### config.mk
export PLATFORM = sky130hd
export DESIGN_NAME = circular_double_ended_queue_core
export DESIGN_NICKNAME = d
export VERILOG_FILES = /design/src/rtl/cdeq_pkg.sv /design/src/rtl/cdeq_ctrl.sv /design/src/rtl/cdeq_dpath.sv /design/src/rtl/circular_double_ended_queue_core.sv
export SDC_FILE = /design/constraint.sdc
export NUM_CORES = 1
export LEC_CHECK = 0
export ABC_AREA = 1
export BUFFER_PORTS_ARGS = -buffer_cell sky130_fd_sc_hd__buf_2
export CAP_MARGIN = 20
export CORE_UTILIZATION = 42
export CTS_CLUSTER_SIZE = 14
export DETAILED_ROUTE_END_ITERATION = 8
export GPL_TIMING_DRIVEN = 0
export PLACE_DENSITY = 0.64
export SYNTH_ARGS = -nofsm -noshare
export SYNTH_HDL_FRONTEND = slang
export SYNTH_HIERARCHICAL = 1
export SYNTH_SLANG_ARGS = --single-unit
### constraint.sdc
create_clock -name clock -period 10.28 [get_ports clock]
set_input_delay 1.028 -clock clock [delete_from_list [all_inputs] [get_ports clock]]
set_output_delay 1.028 -clock clock [all_outputs]
set_load 0.05 [all_outputs]
### src/rtl/cdeq_pkg.sv
// cdeq_pkg: command and status codes plus the beat types for the circular deque
// no dependencies; imported by every module of the deque
package cdeq_pkg;

   typedef enum logic [1:0] {
      CMD_PUSH_REAR  = 2'd0,
      CMD_PUSH_FRONT = 2'd1,
      CMD_POP_FRONT  = 2'd2,
      CMD_POP_REAR   = 2'd3
   } cmd_type;

   typedef enum logic [1:0] {
      STATUS_DONE  = 2'd0,
      STATUS_FULL  = 2'd1,
      STATUS_EMPTY = 2'd2
   } status_type;

   localparam logic signed [31:0] REFUSED_POP_VALUE = -32'sd1;

   typedef struct packed {
      logic [1:0]         cmd;
      logic signed [31:0] push_value;
   } req_beat_type;

   typedef struct packed {
      logic signed [31:0] pop_value;
      logic [1:0]         status;
      logic               empty_now;
      logic               full_now;
   } rsp_beat_type;

   typedef struct packed {
      logic accept;
   } ctrl_cmd_type;

endpackage

### src/rtl/cdeq_ctrl.sv
// cdeq_ctrl: handshake controller, one request beat in flight at a time
// depends on cdeq_pkg; drives cdeq_dpath through ctrl_cmd_type
module cdeq_ctrl (
   input  logic                  clock,
   input  logic                  reset,
   input  logic                  req_valid,
   output logic                  req_stall,
   output logic                  rsp_valid,
   input  logic                  rsp_stall,
   output cdeq_pkg::ctrl_cmd_type ctrl_cmd
);
   import cdeq_pkg::*;

   typedef enum logic [1:0] {
      S_IDLE = 2'b01,
      S_RESP = 2'b10
   } state_type;

   state_type state_ff, state_in;

   always_comb begin
      state_in = state_ff;
      unique case (state_ff)
         S_IDLE: begin
            if (req_valid) state_in = S_RESP;
         end
         S_RESP: begin
            if (!rsp_stall) state_in = S_IDLE;
         end
         default: state_in = S_IDLE;
      endcase
   end

   always_ff @(posedge clock) begin
      if (reset) state_ff <= S_IDLE;
      else       state_ff <= state_in;
   end

   assign req_stall       = (state_ff != S_IDLE);
   assign rsp_valid       = (state_ff == S_RESP);
   assign ctrl_cmd.accept = (state_ff == S_IDLE) && req_valid;

endmodule

### src/rtl/cdeq_dpath.sv
// cdeq_dpath: slot memory, head and tail pointers and the result register
// depends on cdeq_pkg; commanded by cdeq_ctrl
module cdeq_dpath #(
   parameter int DEPTH = 8
) (
   input  logic                   clock,
   input  logic                   reset,
   input  cdeq_pkg::ctrl_cmd_type ctrl_cmd,
   input  cdeq_pkg::req_beat_type req_item,
   output cdeq_pkg::rsp_beat_type rsp_item
);
   import cdeq_pkg::*;

   localparam int PW = $clog2(DEPTH);
   localparam logic [PW-1:0] LAST_IDX = PW'(DEPTH - 1);

   logic [31:0] slots_mem [DEPTH];

   logic [PW-1:0] head_ff, head_in;
   logic [PW-1:0] tail_ff, tail_in;
   logic          empty_ff, empty_in;
   logic [31:0]   rd_ff;
   logic [1:0]    status_ff, status_in;
   logic          was_pop_ff;

   logic [PW-1:0] head_next, head_prev, tail_next, tail_prev;
   logic [PW-1:0] wr_addr, rd_addr;
   logic          wr_en, rd_en, is_push, full_cur;

   assign head_next = (head_ff == LAST_IDX) ? '0 : head_ff + 1'b1;
   assign head_prev = (head_ff == '0) ? LAST_IDX : head_ff - 1'b1;
   assign tail_next = (tail_ff == LAST_IDX) ? '0 : tail_ff + 1'b1;
   assign tail_prev = (tail_ff == '0) ? LAST_IDX : tail_ff - 1'b1;

   assign full_cur = !empty_ff && (tail_next == head_ff);
   assign is_push  = (req_item.cmd == CMD_PUSH_REAR) || (req_item.cmd == CMD_PUSH_FRONT);

   always_comb begin
      head_in   = head_ff;
      tail_in   = tail_ff;
      empty_in  = empty_ff;
      status_in = STATUS_DONE;
      wr_en     = 1'b0;
      wr_addr   = '0;
      rd_en     = 1'b0;
      rd_addr   = (req_item.cmd == CMD_POP_FRONT) ? head_ff : tail_ff;
      if (is_push) begin
         if (full_cur) begin
            status_in = STATUS_FULL;
         end else if (empty_ff) begin
            head_in  = '0;
            tail_in  = '0;
            empty_in = 1'b0;
            wr_en    = 1'b1;
         end else if (req_item.cmd == CMD_PUSH_REAR) begin
            tail_in = tail_next;
            wr_addr = tail_next;
            wr_en   = 1'b1;
         end else begin
            head_in = head_prev;
            wr_addr = head_prev;
            wr_en   = 1'b1;
         end
      end else begin
         if (empty_ff) begin
            status_in = STATUS_EMPTY;
         end else begin
            rd_en = 1'b1;
            if (head_ff == tail_ff) begin
               head_in  = '0;
               tail_in  = '0;
               empty_in = 1'b1;
            end else if (req_item.cmd == CMD_POP_FRONT) begin
               head_in = head_next;
            end else begin
               tail_in = tail_prev;
            end
         end
      end
   end

   always_ff @(posedge clock) begin
      if (ctrl_cmd.accept && wr_en) slots_mem[wr_addr] <= req_item.push_value;
      if (ctrl_cmd.accept && rd_en) rd_ff <= slots_mem[rd_addr];
   end

   always_ff @(posedge clock) begin
      if (ctrl_cmd.accept) begin
         status_ff  <= status_in;
         was_pop_ff <= !is_push;
      end
   end

   always_ff @(posedge clock) begin
      if (reset) begin
         head_ff  <= '0;
         tail_ff  <= '0;
         empty_ff <= 1'b1;
      end else if (ctrl_cmd.accept) begin
         head_ff  <= head_in;
         tail_ff  <= tail_in;
         empty_ff <= empty_in;
      end
   end

   always_comb begin
      if (status_ff == STATUS_EMPTY)                rsp_item.pop_value = REFUSED_POP_VALUE;
      else if (was_pop_ff && status_ff == STATUS_DONE) rsp_item.pop_value = rd_ff;
      else                                           rsp_item.pop_value = '0;
   end

   assign rsp_item.status    = status_ff;
   assign rsp_item.empty_now = empty_ff;
   assign rsp_item.full_now  = full_cur;

endmodule

### src/rtl/circular_double_ended_queue_core.sv
// Circular double-ended queue of DEPTH 32-bit words. Each request beat carries a
// command (push rear, push front, pop front, pop rear) and a word; each request
// gives exactly one response beat with the popped word, a status and the empty
// and full flags after the command. One command is handled at a time: a beat is
// taken in one cycle, its response shows in the next and the following request
// is taken in the cycle after the response leaves, so a new command is not taken
// before the last response has left. The result register holds the registered
// read of the slot memory. No clearing pass is needed after reset.
// circular_double_ended_queue_core: top level, joins cdeq_ctrl and cdeq_dpath
// depends on cdeq_pkg
module circular_double_ended_queue_core #(
   parameter int DEPTH = 8
) (
   input  logic                   clock,
   input  logic                   reset,
   input  logic                   req_valid,
   output logic                   req_stall,
   input  cdeq_pkg::req_beat_type req_item,
   output logic                   rsp_valid,
   input  logic                   rsp_stall,
   output cdeq_pkg::rsp_beat_type rsp_item
);
   import cdeq_pkg::*;

   ctrl_cmd_type ctrl_cmd;

   cdeq_ctrl u_ctrl (
      .clock     (clock),
      .reset     (reset),
      .req_valid (req_valid),
      .req_stall (req_stall),
      .rsp_valid (rsp_valid),
      .rsp_stall (rsp_stall),
      .ctrl_cmd  (ctrl_cmd)
   );

   cdeq_dpath #(
      .DEPTH (DEPTH)
   ) u_dpath (
      .clock    (clock),
      .reset    (reset),
      .ctrl_cmd (ctrl_cmd),
      .req_item (req_item),
      .rsp_item (rsp_item)
   );

endmodule

==> metrics, run 1 <==
fmax=284 MHz; drt wl/cell=18.7 um; Final setup viols=0; initial cell density of the core=43.2%; ordered cell list for the critical path=inv_1, nand2_1, buf_1, nand2_1, buf_2; hold path cells=2; Netlist Area Pre-Place=12600 um2; Synth Register Bits=300; Design Area, Final=14700 um2; commonest non-fill, non-tap cell in the layout=edfxtp_1; top sig layer=met5; share of layout cells above drive strength 1=14.7%; post-synthesis simple-gate area fraction=9.29%; post-synthesis mux area share=0%; metal2 WL=13700 um; Seq/Total Area, Yosys=71.0%; Tcrit/Tclk final=34.3%; CP max stage cell=buf_1; DRT iter0 DRCs=908; status=completed; async set or reset register ratio after synthesis=0%; CORE AREA=29100 um2; initial antenna violation count=2; total wire length=30300 um; CTS tree=yes; DIE WIDTH=175 um; Antenna Nets Post-Route=0; complex-gate fraction of the synthesized area=11.8%; Hold Crit Class=flop to flop; cell mode on critical path=nand2_1; peak supply drop=141 uV; largest net degree at the start of global routing=25; CTS Buffer Depth=3; post-synthesis cell type count=29; DRC viols=0; dpl cell area=13700 um2; Worst Hold End=u_ctrl/state_ff[1]; RD Place Congestion=0.874; root buffer cell=clkbuf_16; CP required=9.25 ns; Avg Cell Area, Syn=11.5 um2; most frequent cells in the layout=edfxtp_1 (291), nand2_1 (177), inv_1 (149), o21ai_1 (131), buf_2 (96); Tot GR Track Use=20.0%; xor/xnor share of the synthesized area=0.139%; Vias/cell=5.22; r2r startpoint=u_dpath/tail_ff[0]; Port Buf Inserts=75; Nets=1255; reg2reg setup slack=7.06 ns; Hold Crit Start=u_ctrl/state_ff[1]; PostCTS Resize Cnt=0; clock sinks=300; Synth Instances=1091; H-tree depth=1; Critical R2R Capture=u_dpath/slots_mem[1][8]; DR vias=8453; CTS buffer count=30; Post-synth top flop=edfxtp_1; reg2reg path depth=12; Max-Cap Viols=0; Max stage delay on crit path=0.67 ns; Yosys warning total=6; DP HPWL=19900 um; Syn-to-layout area delta=16.9%; Placed Cells incl. Taps=1561; 1st-pass router iterations=5; crit start category=flop; clock-pin slew on the worst setup and hold paths=0.06 ns; post-layout min period=3.53 ns; Worst Setup Path Type=flop to output port; vias in the first global route=8100; total negative slack=0 ns; Least-Margin Pin Slew=0.888 ns; # IOs=76; adder-cell share of the synthesized area=0.796%; Post-synth EDFFs=291; Pleak=5.59 nW; power per cell area=192 nW/um2; first-pass GRT wire length=46200 um; chip height=175 um; worst skew pair latency=0.55 ns; Post-CTS Setup Bufs=0; M1 WL=13300 um; Worst Setup End Kind=output port; clk_skew=0.00780 ns; Final Hold Fails=0; RSZ-0062 raised after global routing=no; final slew viol count=0; Syn Nets=1137; arrival time at the worst endpoint=2.50 ns; die area=30600 um2; Max-slew headroom=40.4%; gr ovfl total=0; crit-path max FO=10; WL met3=2160 um; num rows=62; number of hold buffers added after CTS=0; largest family of logic cells by synthesized area=compound AO/OA/AOI/OAI gates; final std cells w/o fill=1618
==> power by group <==
part           switching, mW  internal (mW)
logic                  0.277          0.107
registers            0.00996           1.37
clock network          0.441          0.610
total                  0.728           2.09
==> synthesized netlist by cell type (3+ instances only) <==
master	n	share of area, %
edfxtp_1	291	70
nand3_1	44	1.8
buf_2	21	0.84
nand2_1	177	5.3
inv_1	149	4.4
o21ai_0	39	1.6
dfxtp_1	9	1.4
o21ai_1	131	5.2
clkbuf_1	15	0.45
nor2_1	62	1.9
inv_2	3	0.090
nor3_1	3	0.12
a21oi_1	69	2.7
buf_4	15	0.90
o211ai_1	32	1.9
ha_1	8	0.80
buf_1	9	0.27
==> stage by stage <==
stage	power [mW]	setup slack [ns]	util, %	hold WS [ns]
after detailed placement	1.79	6.73	47.2	0.517
after global placement	1.78	4.34	46.2	0.501
after CTS	2.83	6.85	50.5	0.526
final	2.82	6.75	50.5	0.523
after floorplan	1.66	6.26	-	0.483
after global routing	2.92	6.68	50.5	0.563
==> sequential cells by signal (all words and copies together), names as in the netlist <==
register,cells
u_dpath/slots_mem,256
u_dpath/rd_ff,32
u_dpath/head_ff,3
u_dpath/tail_ff,3
u_ctrl/state_ff,2
u_dpath/status_ff,2
u_dpath/empty_ff,1
u_dpath/was_pop_ff,1
==> routing by layer <==
layer | GRT usage (%) | vias up
li1 | - | 4016
met1 | 28.1 | 4012
met2 | 31.5 | 349
met3 | 3.05 | 74
met4 | 7.21 | 2
met5 | 0 | -
==> kinds of logic (layout without fill, tap and decap cells) <==
family,Yosys count,after routing
flip-flops,300,300
AO/OA/AOI/OAI,278,278
XOR/XNOR,2,2
other,0,1
buffers and inverters,212,354
AND/OR/NAND/NOR,291,291
adder cells (fa/ha/maj),8,8
==> layout make-up <==
| class | count | area, um2 |
|---|---|---|
| buffer | 60 | 308 |
| fill | 2574 | 14400 |
| inverter | 152 | 571 |
| multi-input combinational | 579 | 2840 |
| clock buffer | 36 | 773 |
| clock inverter | 20 | 183 |
| timing repair buffer | 86 | 614 |
| tap | 384 | 480 |
| sequential | 300 | 8920 |
| antenna | 1 | 2.50 |
==> worst max-delay path: cells and delay by family, from the launching register on <==
| family | cells | cell delay (ns) |
|---|---|---|
| buf+inv | 3 | 1.09 |
| flops | 1 | 0.34 |
| simple gates | 2 | 0.51 |
==> worst max path at each step <==
stage / end / cells after the start / from / slack [ns]
2_1_floorplan: u_dpath/rd_ff[0] / 4 / req_valid / 6.26
3_3_place_gp: u_dpath/rd_ff[9] / 5 / req_valid / 4.34
3_5_place_dp: u_dpath/slots_mem[1][27] / 7 / req_item[33] / 6.73
4_1_cts: rsp_item[12] / 5 / u_dpath/status_ff[0] / 6.85
5_1_grt: rsp_item[12] / 5 / u_dpath/status_ff[0] / 6.68
6_report: rsp_item[12] / 5 / u_dpath/status_ff[0] / 6.75
(Power assumes the default switching activity.)
==> run 2: changes to the inputs <==
--- a/config.mk
+++ b/config.mk
@@ -12,7 +12,7 @@
 export CTS_CLUSTER_SIZE = 14
 export DETAILED_ROUTE_END_ITERATION = 8
 export GPL_TIMING_DRIVEN = 0
-export PLACE_DENSITY = 0.64
+export PLACE_DENSITY = 0.66
 export SYNTH_ARGS = -nofsm -noshare
 export SYNTH_HDL_FRONTEND = slang
 export SYNTH_HIERARCHICAL = 1
==> constraint.sdc (replaced) <==
create_clock -name clock -period 2.9 [get_ports clock]
set_input_delay 0.29 -clock clock [delete_from_list [all_inputs] [get_ports clock]]
set_output_delay 0.29 -clock clock [all_outputs]
set_load 0.05 [all_outputs]
==> run 2 against run 1 <==
Net effect: cell area rose by 2.7%; register-to-register slack got worse by 6.9 ns; critical path type unchanged; hold slack got worse by 0.51 ns; sequential cell count did not move; final cell count rose by 2.2%; count of clock-buffer cells in the layout rose by 5; combinational power rose to 3.6 times the previous value; clock power rose to 3.6 times the previous value; critical path depth did not move.
==> metrics, run 2 (same netlist as run 1, synthesis figures left out) <==
arrival time at the worst endpoint=2.43 ns (was 2.50 ns); num rows=62 (unchanged); peak supply drop=463 uV (was 141 uV); Final setup viols=0 (unchanged); die area=30600 um2 (unchanged); first-pass GRT wire length=47200 um (was 46200 um); Tot GR Track Use=20.4% (was 20.0%); crit start category=flop (unchanged); root buffer cell=clkbuf_16 (unchanged); Worst Setup EP=rsp_item[12] (unchanged); final std cells w/o fill=1653 (was 1618); DR vias=8539 (was 8453); Nets=1289 (was 1255); CTS Buffer Depth=3 (unchanged); Syn-to-layout area delta=20.0% (was 16.9%); reg2reg setup slack=0.21 ns (was 7.06 ns); Vias/cell=5.17 (was 5.22); DIE WIDTH=175 um (unchanged); final slew viol count=0 (unchanged); status=completed (unchanged); r2r startpoint=u_dpath/head_ff[0] (was u_dpath/tail_ff[0]); reg2reg path depth=9 (was 12); Worst Setup End Kind=output port (unchanged); clock-pin slew on the worst setup and hold paths=0.06 ns (about the same); Antenna Nets Post-Route=0 (unchanged); clock sinks=300 (unchanged); drt wl/cell=18.7 um (about the same); Tcrit/Tclk final=93.7%; Power Internal=7.43 mW (was 2.09 mW); crit-path max FO=10 (unchanged); worst skew pair latency=0.58 ns (was 0.55 ns); clock group share of total power=37.4% (was 37.3%); # IOs=76 (unchanged); clk_skew=0.0207 ns (was 0.00780 ns); max reg flops=256 (unchanged); Hold Crit Class=input pin to flop (was flop to flop); Critical R2R Capture=u_dpath/slots_mem[2][2] (was u_dpath/slots_mem[1][8]); power per cell area=667 nW/um2 (was 192 nW/um2); Max-slew headroom=28.5% (was 40.4%); 1st-pass router iterations=5 (unchanged); largest net degree at the start of global routing=25 (unchanged); switching share of power=26.2% (was 25.9%); share of layout cells above drive strength 1=15.3% (was 14.7%); most frequent cells in the layout=edfxtp_1 (291), nand2_1 (176), inv_1 (149), o21ai_1 (131), buf_2 (96) (was edfxtp_1 (291), nand2_1 (177), inv_1 (149), o21ai_1 (131), buf_2 (96)); initial antenna violation count=1 (was 2); Worst Setup Path Type=flop to output port (unchanged); CP required=2.61 ns (was 9.25 ns); initial cell density of the core=43.2% (unchanged); CTS tree=yes (unchanged); Flop pwr share=48.6% (was 49.0%); gr ovfl total=0 (unchanged); DP HPWL=19700 um (was 19900 um); H-tree depth=1 (unchanged); commonest non-fill, non-tap cell in the layout=edfxtp_1 (unchanged); Post-Place Setup Slack=-0.291 ns (was 6.73 ns); CORE AREA=29100 um2 (unchanged); Max-Cap Viols=0 (unchanged); fmax=368 MHz; Final Hold Fails=0 (unchanged); top flop regs=u_dpath/slots_mem x256, u_dpath/rd_ff x32 (unchanged); Comb pwr share=13.9% (was 13.6%); Least-Margin Pin Slew=1.07 ns (was 0.888 ns); CTS buffer count=31 (was 30); DRC viols=0 (unchanged); vias in the first global route=8164 (was 8100); Placed Cells incl. Taps=1560 (was 1561); DRT iter0 DRCs=809 (was 908); Top reg by flops=u_dpath/slots_mem (unchanged); Psw=2.64 mW (was 728 uW); RD Place Congestion=0.879 (was 0.874); Pleak=5.76 nW (was 5.59 nW); post-layout min period=2.72 ns; CP startpoint=u_dpath/status_ff[0] (unchanged); total power=10.1 mW (was 2.82 mW); chip height=175 um (unchanged); total wire length=30900 um (was 30300 um); setup ws final=0.184 ns (was 6.75 ns); Port Buf Inserts=75 (unchanged)
-- run 2: cell type report --
| cell class | count | area, um2 |
|---|---|---|
| fillers | 2511 | 14000 |
| flip-flops and latches | 300 | 8920 |
| multi-input cells | 579 | 2860 |
| repair buffers | 119 | 978 |
| clock buffers | 41 | 813 |
| inverters | 152 | 571 |
| well taps | 384 | 480 |
| plain buffers | 60 | 308 |
| clock inverters | 17 | 153 |
| diodes | 1 | 2.50 |
-- run 2: how the worst min path moves through the flow --
stage | from | endpoint | slack, ns | depth (start not counted)
final | req_item[17] | u_dpath/slots_mem[6][17] | 0.01 | 1
after global routing | req_item[30] | u_dpath/slots_mem[2][30] | 0.004 | 1
after CTS | req_item[17] | u_dpath/slots_mem[0][17] | 0.001 | 1
after detailed placement | reset | u_ctrl/state_ff[1] | 0.49 | 2
after global placement | reset | u_ctrl/state_ff[1] | 0.48 | 2
after floorplan | reset | u_ctrl/state_ff[1] | 0.35 | 1
-- run 2: critical path: stages (launching register included) --
cell      delay [ns]
edfxtp_1        0.34
inv_1           0.14
nand2_1         0.25
buf_1           0.62
nand2_1         0.24
buf_2           0.27
-- run 2: power groups by stage --
| stage | Combinational (mW) | Clock (mW) | Sequential (mW) |
|---|---|---|---|
| after global placement | 1.30 | 0 | 4.99 |
| after detailed placement | 1.35 | 0 | 4.99 |
| final | 1.40 | 3.77 | 4.90 |
| after floorplan | 0.887 | 0 | 4.99 |
| after CTS | 1.40 | 3.83 | 4.90 |
| after global routing | 1.55 | 3.99 | 4.90 |
-- run 2: metrics by stage --
step	hold WS (ns)	instance area [um2]	setup TNS [ns]	utilization (%)
after floorplan	0.352	12600	-75.06	-
after global placement	0.484	13400	-426.21	46.2
after detailed placement	0.490	13700	-33.98	47.2
after CTS	0.00120	15100	0	51.8
after global routing	0.00430	15100	-0.0644	51.9
final	0.0114	15100	0	51.9
-- run 2: metal layers --
metal  global-route usage [%]  share of wire, %  vias up
met5                        0                 0        -
met4                     6.99               2.9        0
met3                     3.81               7.7       66
met2                     32.5                46      337
met1                     28.1                43     4058
li1                         -                 -     4078
-- run 2: repair_timing --
item                                    4_1_cts  5_1_grt
resized for setup                             0        5
buffers inserted                              8        0
hold endpoints to repair                    190        0
hold buffers                                 26        0
endpoints found under the setup margin      232      257
pin swaps                                     8        0
==> run 3: changes to the inputs <==
--- a/config.mk
+++ b/config.mk
@@ -15,5 +15,4 @@
 export PLACE_DENSITY = 0.66
 export SYNTH_ARGS = -nofsm -noshare
 export SYNTH_HDL_FRONTEND = slang
-export SYNTH_HIERARCHICAL = 1
 export SYNTH_SLANG_ARGS = --single-unit
==> run 3 against run 2 <==
Net effect: sequential share of layout area is 0.56 points higher; via count is 0.50% lower; cell area is 0.95% lower; largest cell class unchanged.
==> metrics, run 3 <==
Seq/Total Area, Yosys=70.7% (was 71.0%); Yosys warning total=0 (was 6); reg2reg setup slack=0.26 ns (was 0.21 ns); 1st-pass router iterations=5 (unchanged); Layout fillers=2610 (was 2511); initial cell density of the core=42.6% (was 43.2%); Hold Crit Class=input pin to flop (unchanged); Max stage delay on crit path=0.47 ns (was 0.62 ns); CORE AREA=29600 um2 (was 29100 um2); top flop regs=u_dpath.slots_mem x256, u_dpath.rd_ff x32 (was u_dpath/slots_mem x256, u_dpath/rd_ff x32); clock-pin slew on the worst setup and hold paths=0.06 ns (about the same); CTS tree=yes (unchanged); top cell type's share of synthesized area=69.2% (was 69.5%); share of layout cells above drive strength 1=16.2% (was 15.3%); Worst Setup Path Type=flop to flop (was flop to output port); CP required=3.10 ns (was 2.61 ns); gr ovfl total=0 (unchanged); Tcrit/Tclk final=91.1% (was 93.7%); final slew viol count=0 (unchanged); post-synth top area cell=edfxtp_1 (unchanged); reg2reg path depth=10 (was 9); Post-synth top flop=edfxtp_1 (unchanged); post-layout min period=2.64 ns (was 2.72 ns); Avg Cell Area, Syn=11.5 um2 (about the same); Max-Cap Viols=0 (unchanged); CTS Buffer Depth=3 (unchanged); DRC viols=0 (unchanged); drt wl/cell=18.5 um (was 18.7 um); RSZ-0062 raised after global routing=no; first-pass GRT wire length=46200 um (was 47200 um); status=completed (unchanged); DRT iter0 DRCs=706 (was 809); ordered cell list for the critical path=inv_1, ha_1, nand2_1, xor2_1, nand2_1, nand2_1, nor2_1, nand2_1, nor2_4, buf_12 (was inv_1, nand2_1, buf_1, nand2_1, buf_2); r2r startpoint=u_dpath.tail_ff[0] (was u_dpath/head_ff[0]); Vias/cell=5.19 (was 5.17); post-synthesis cell type count=30 (was 29); clk_skew=0.0219 ns (was 0.0207 ns); Max-slew headroom=26.5% (was 28.5%); Synth top cells by count=edfxtp_1 (291), nand2_1 (212), inv_1 (119) (was edfxtp_1 (291), nand2_1 (177), inv_1 (149)); Synth area leaders=edfxtp_1 (69%), nand2_1 (6.3%), o211ai_1 (3.8%) (was edfxtp_1 (70%), nand2_1 (5.3%), o21ai_1 (5.2%)); Hold WS=0.0443 ns (was 0.0114 ns); arrival time at the worst endpoint=2.84 ns (was 2.43 ns); Syn Nets=1139 (was 1137); power per cell area=688 nW/um2 (was 667 nW/um2); number of hold buffers added after CTS=0 (was 26); Post-synth EDFFs=291 (unchanged); async set or reset register ratio after synthesis=0% (unchanged); peak supply drop=489 uV (was 463 uV); most common cell in the netlist=edfxtp_1 (unchanged); Design Area, Final=14900 um2 (was 15100 um2); initial antenna violation count=0 (was 1); RD Place Congestion=0.870 (was 0.879); Tot GR Track Use=20.0% (was 20.4%); max reg flops=256 (unchanged); Top reg by flops=u_dpath.slots_mem (was u_dpath/slots_mem); dpl cell area=13800 um2 (was 13700 um2); Placed Cells incl. Taps=1569 (was 1560); Worst Path Buf+Inv=2 (was 3); H-tree depth=2 (was 1); cell mode on critical path=nand2_1 (unchanged); largest net degree at the start of global routing=23 (was 25); Final Hold Fails=0 (unchanged); Ant. Diodes=0 (was 1); vias in the first global route=8159 (was 8164); PostCTS Resize Cnt=0 (unchanged); total negative slack=0 ns (unchanged); Synth Register Bits=300 (unchanged); Final setup viols=0 (unchanged); delay-heaviest family, CP=simple AND/OR/NAND/NOR gates (was buffers and inverters); final std cells w/o fill=1637 (was 1653); Nets=1273 (was 1289); Hold Crit Start=req_item[24] (was req_item[17]); fmax=379 MHz (was 368 MHz); Pleak=5.72 nW (was 5.76 nW); Syn-to-layout area delta=18.4% (was 20.0%); crit-path max FO=14 (was 10); DP HPWL=19800 um (was 19700 um); Synth Instances=1093 (was 1091); CTS buffer count=34 (was 31); hold path cells=1 (unchanged); num rows=63 (was 62); commonest non-fill, non-tap cell in the layout=edfxtp_1 (unchanged); worst skew pair latency=0.51 ns (was 0.58 ns); Port Buf Inserts=75 (unchanged); chip height=175 um (about the same); Least-Margin Pin Slew=1.10 ns (was 1.07 ns); most frequent cells in the layout=edfxtp_1 (291), nand2_1 (212), inv_1 (119), buf_2 (99), nor2_1 (90) (was edfxtp_1 (291), nand2_1 (176), inv_1 (149), o21ai_1 (131), buf_2 (96)); CP max stage cell=dfxtp_1 (was buf_1); Worst Hold End=u_dpath.slots_mem[1][24] (was u_dpath/slots_mem[6][17]); total power=10.3 mW (was 10.1 mW); Antenna Nets Post-Route=0 (unchanged); DIE WIDTH=175 um (about the same); DR vias=8496 (was 8539); total wire length=30300 um (was 30900 um); root buffer cell=clkbuf_16 (unchanged); clock sinks=300 (unchanged); Critical R2R Capture=u_dpath.slots_mem[1][7] (was u_dpath/slots_mem[2][2]); # IOs=76 (unchanged); Worst Setup End Kind=flop (was output port); die area=30700 um2 (was 30600 um2); Netlist Area Pre-Place=12600 um2 (about the same); crit start category=flop (unchanged)
[run 3: final cells by class]
type | count | area, um2 | area share, %
well taps | 390 | 488 | 3.27
clock inverters | 15 | 128 | 0.854
plain buffers | 59 | 278 | 1.86
repair buffers | 98 | 743 | 4.97
clock buffers | 41 | 898 | 6.01
flip-flops and latches | 300 | 8920 | 59.7
multi-input cells | 610 | 3030 | 20.2
inverters | 124 | 465 | 3.11
[run 3: logic make-up after synthesis]
kind of cell | share of synthesized area (%)
compound gates | 9.74
simple gates | 12.6
xor+xnor | 0.278
flops | 70.7
buf+inv | 5.89
fa+ha+maj | 0.793
[run 3: how the worst max path moves through the flow]
stage,start,endpoint,depth (start not counted)
2_1_floorplan,u_dpath.tail_ff[0],u_dpath.slots_mem[1][0],11
3_3_place_gp,req_valid,u_dpath.rd_ff[22],3
3_5_place_dp,u_dpath.tail_ff[0],u_dpath.slots_mem[1][3],10
5_1_grt,u_dpath.tail_ff[0],u_dpath.slots_mem[1][7],12
6_report,u_dpath.tail_ff[0],u_dpath.slots_mem[1][7],10
4_1_cts,u_dpath.tail_ff[0],u_dpath.slots_mem[5][22],10
[run 3: stage by stage]
step	worst slack, ns	util, %
6_report	0.258	50.4
5_1_grt	0.0549	50.4
4_1_cts	0.00255	50.3
3_5_place_dp	-0.138	46.5
3_3_place_gp	-2.14	45.5
2_1_floorplan	-0.346	-
[run 3: repair_timing]
action / CTS / global route
endpoints found under the setup margin: 89 / 88
pin swaps: 5 / 4
buffers inserted: 8 / 4
[run 3: layer usage]
metal,up-vias,global-route usage (%),part of all wire (%),wire (um)
li1,4038,-,-,-
met2,309,33.2,48,14600
met4,0,6.88,2.5,767
met1,4091,26.0,42,12800
met3,58,4.26,7.0,2120
met5,-,0,0,0
[run 3: report_power, final]
| group | total (mW) | leakage (nW) | switching [mW] | internal [mW] |
|---|---|---|---|---|
| registers | 4.91 | 2.70 | 0.0405 | 4.87 |
| clock network | 3.94 | 0.492 | 1.64 | 2.30 |
| logic | 1.43 | 2.52 | 1.02 | 0.414 |
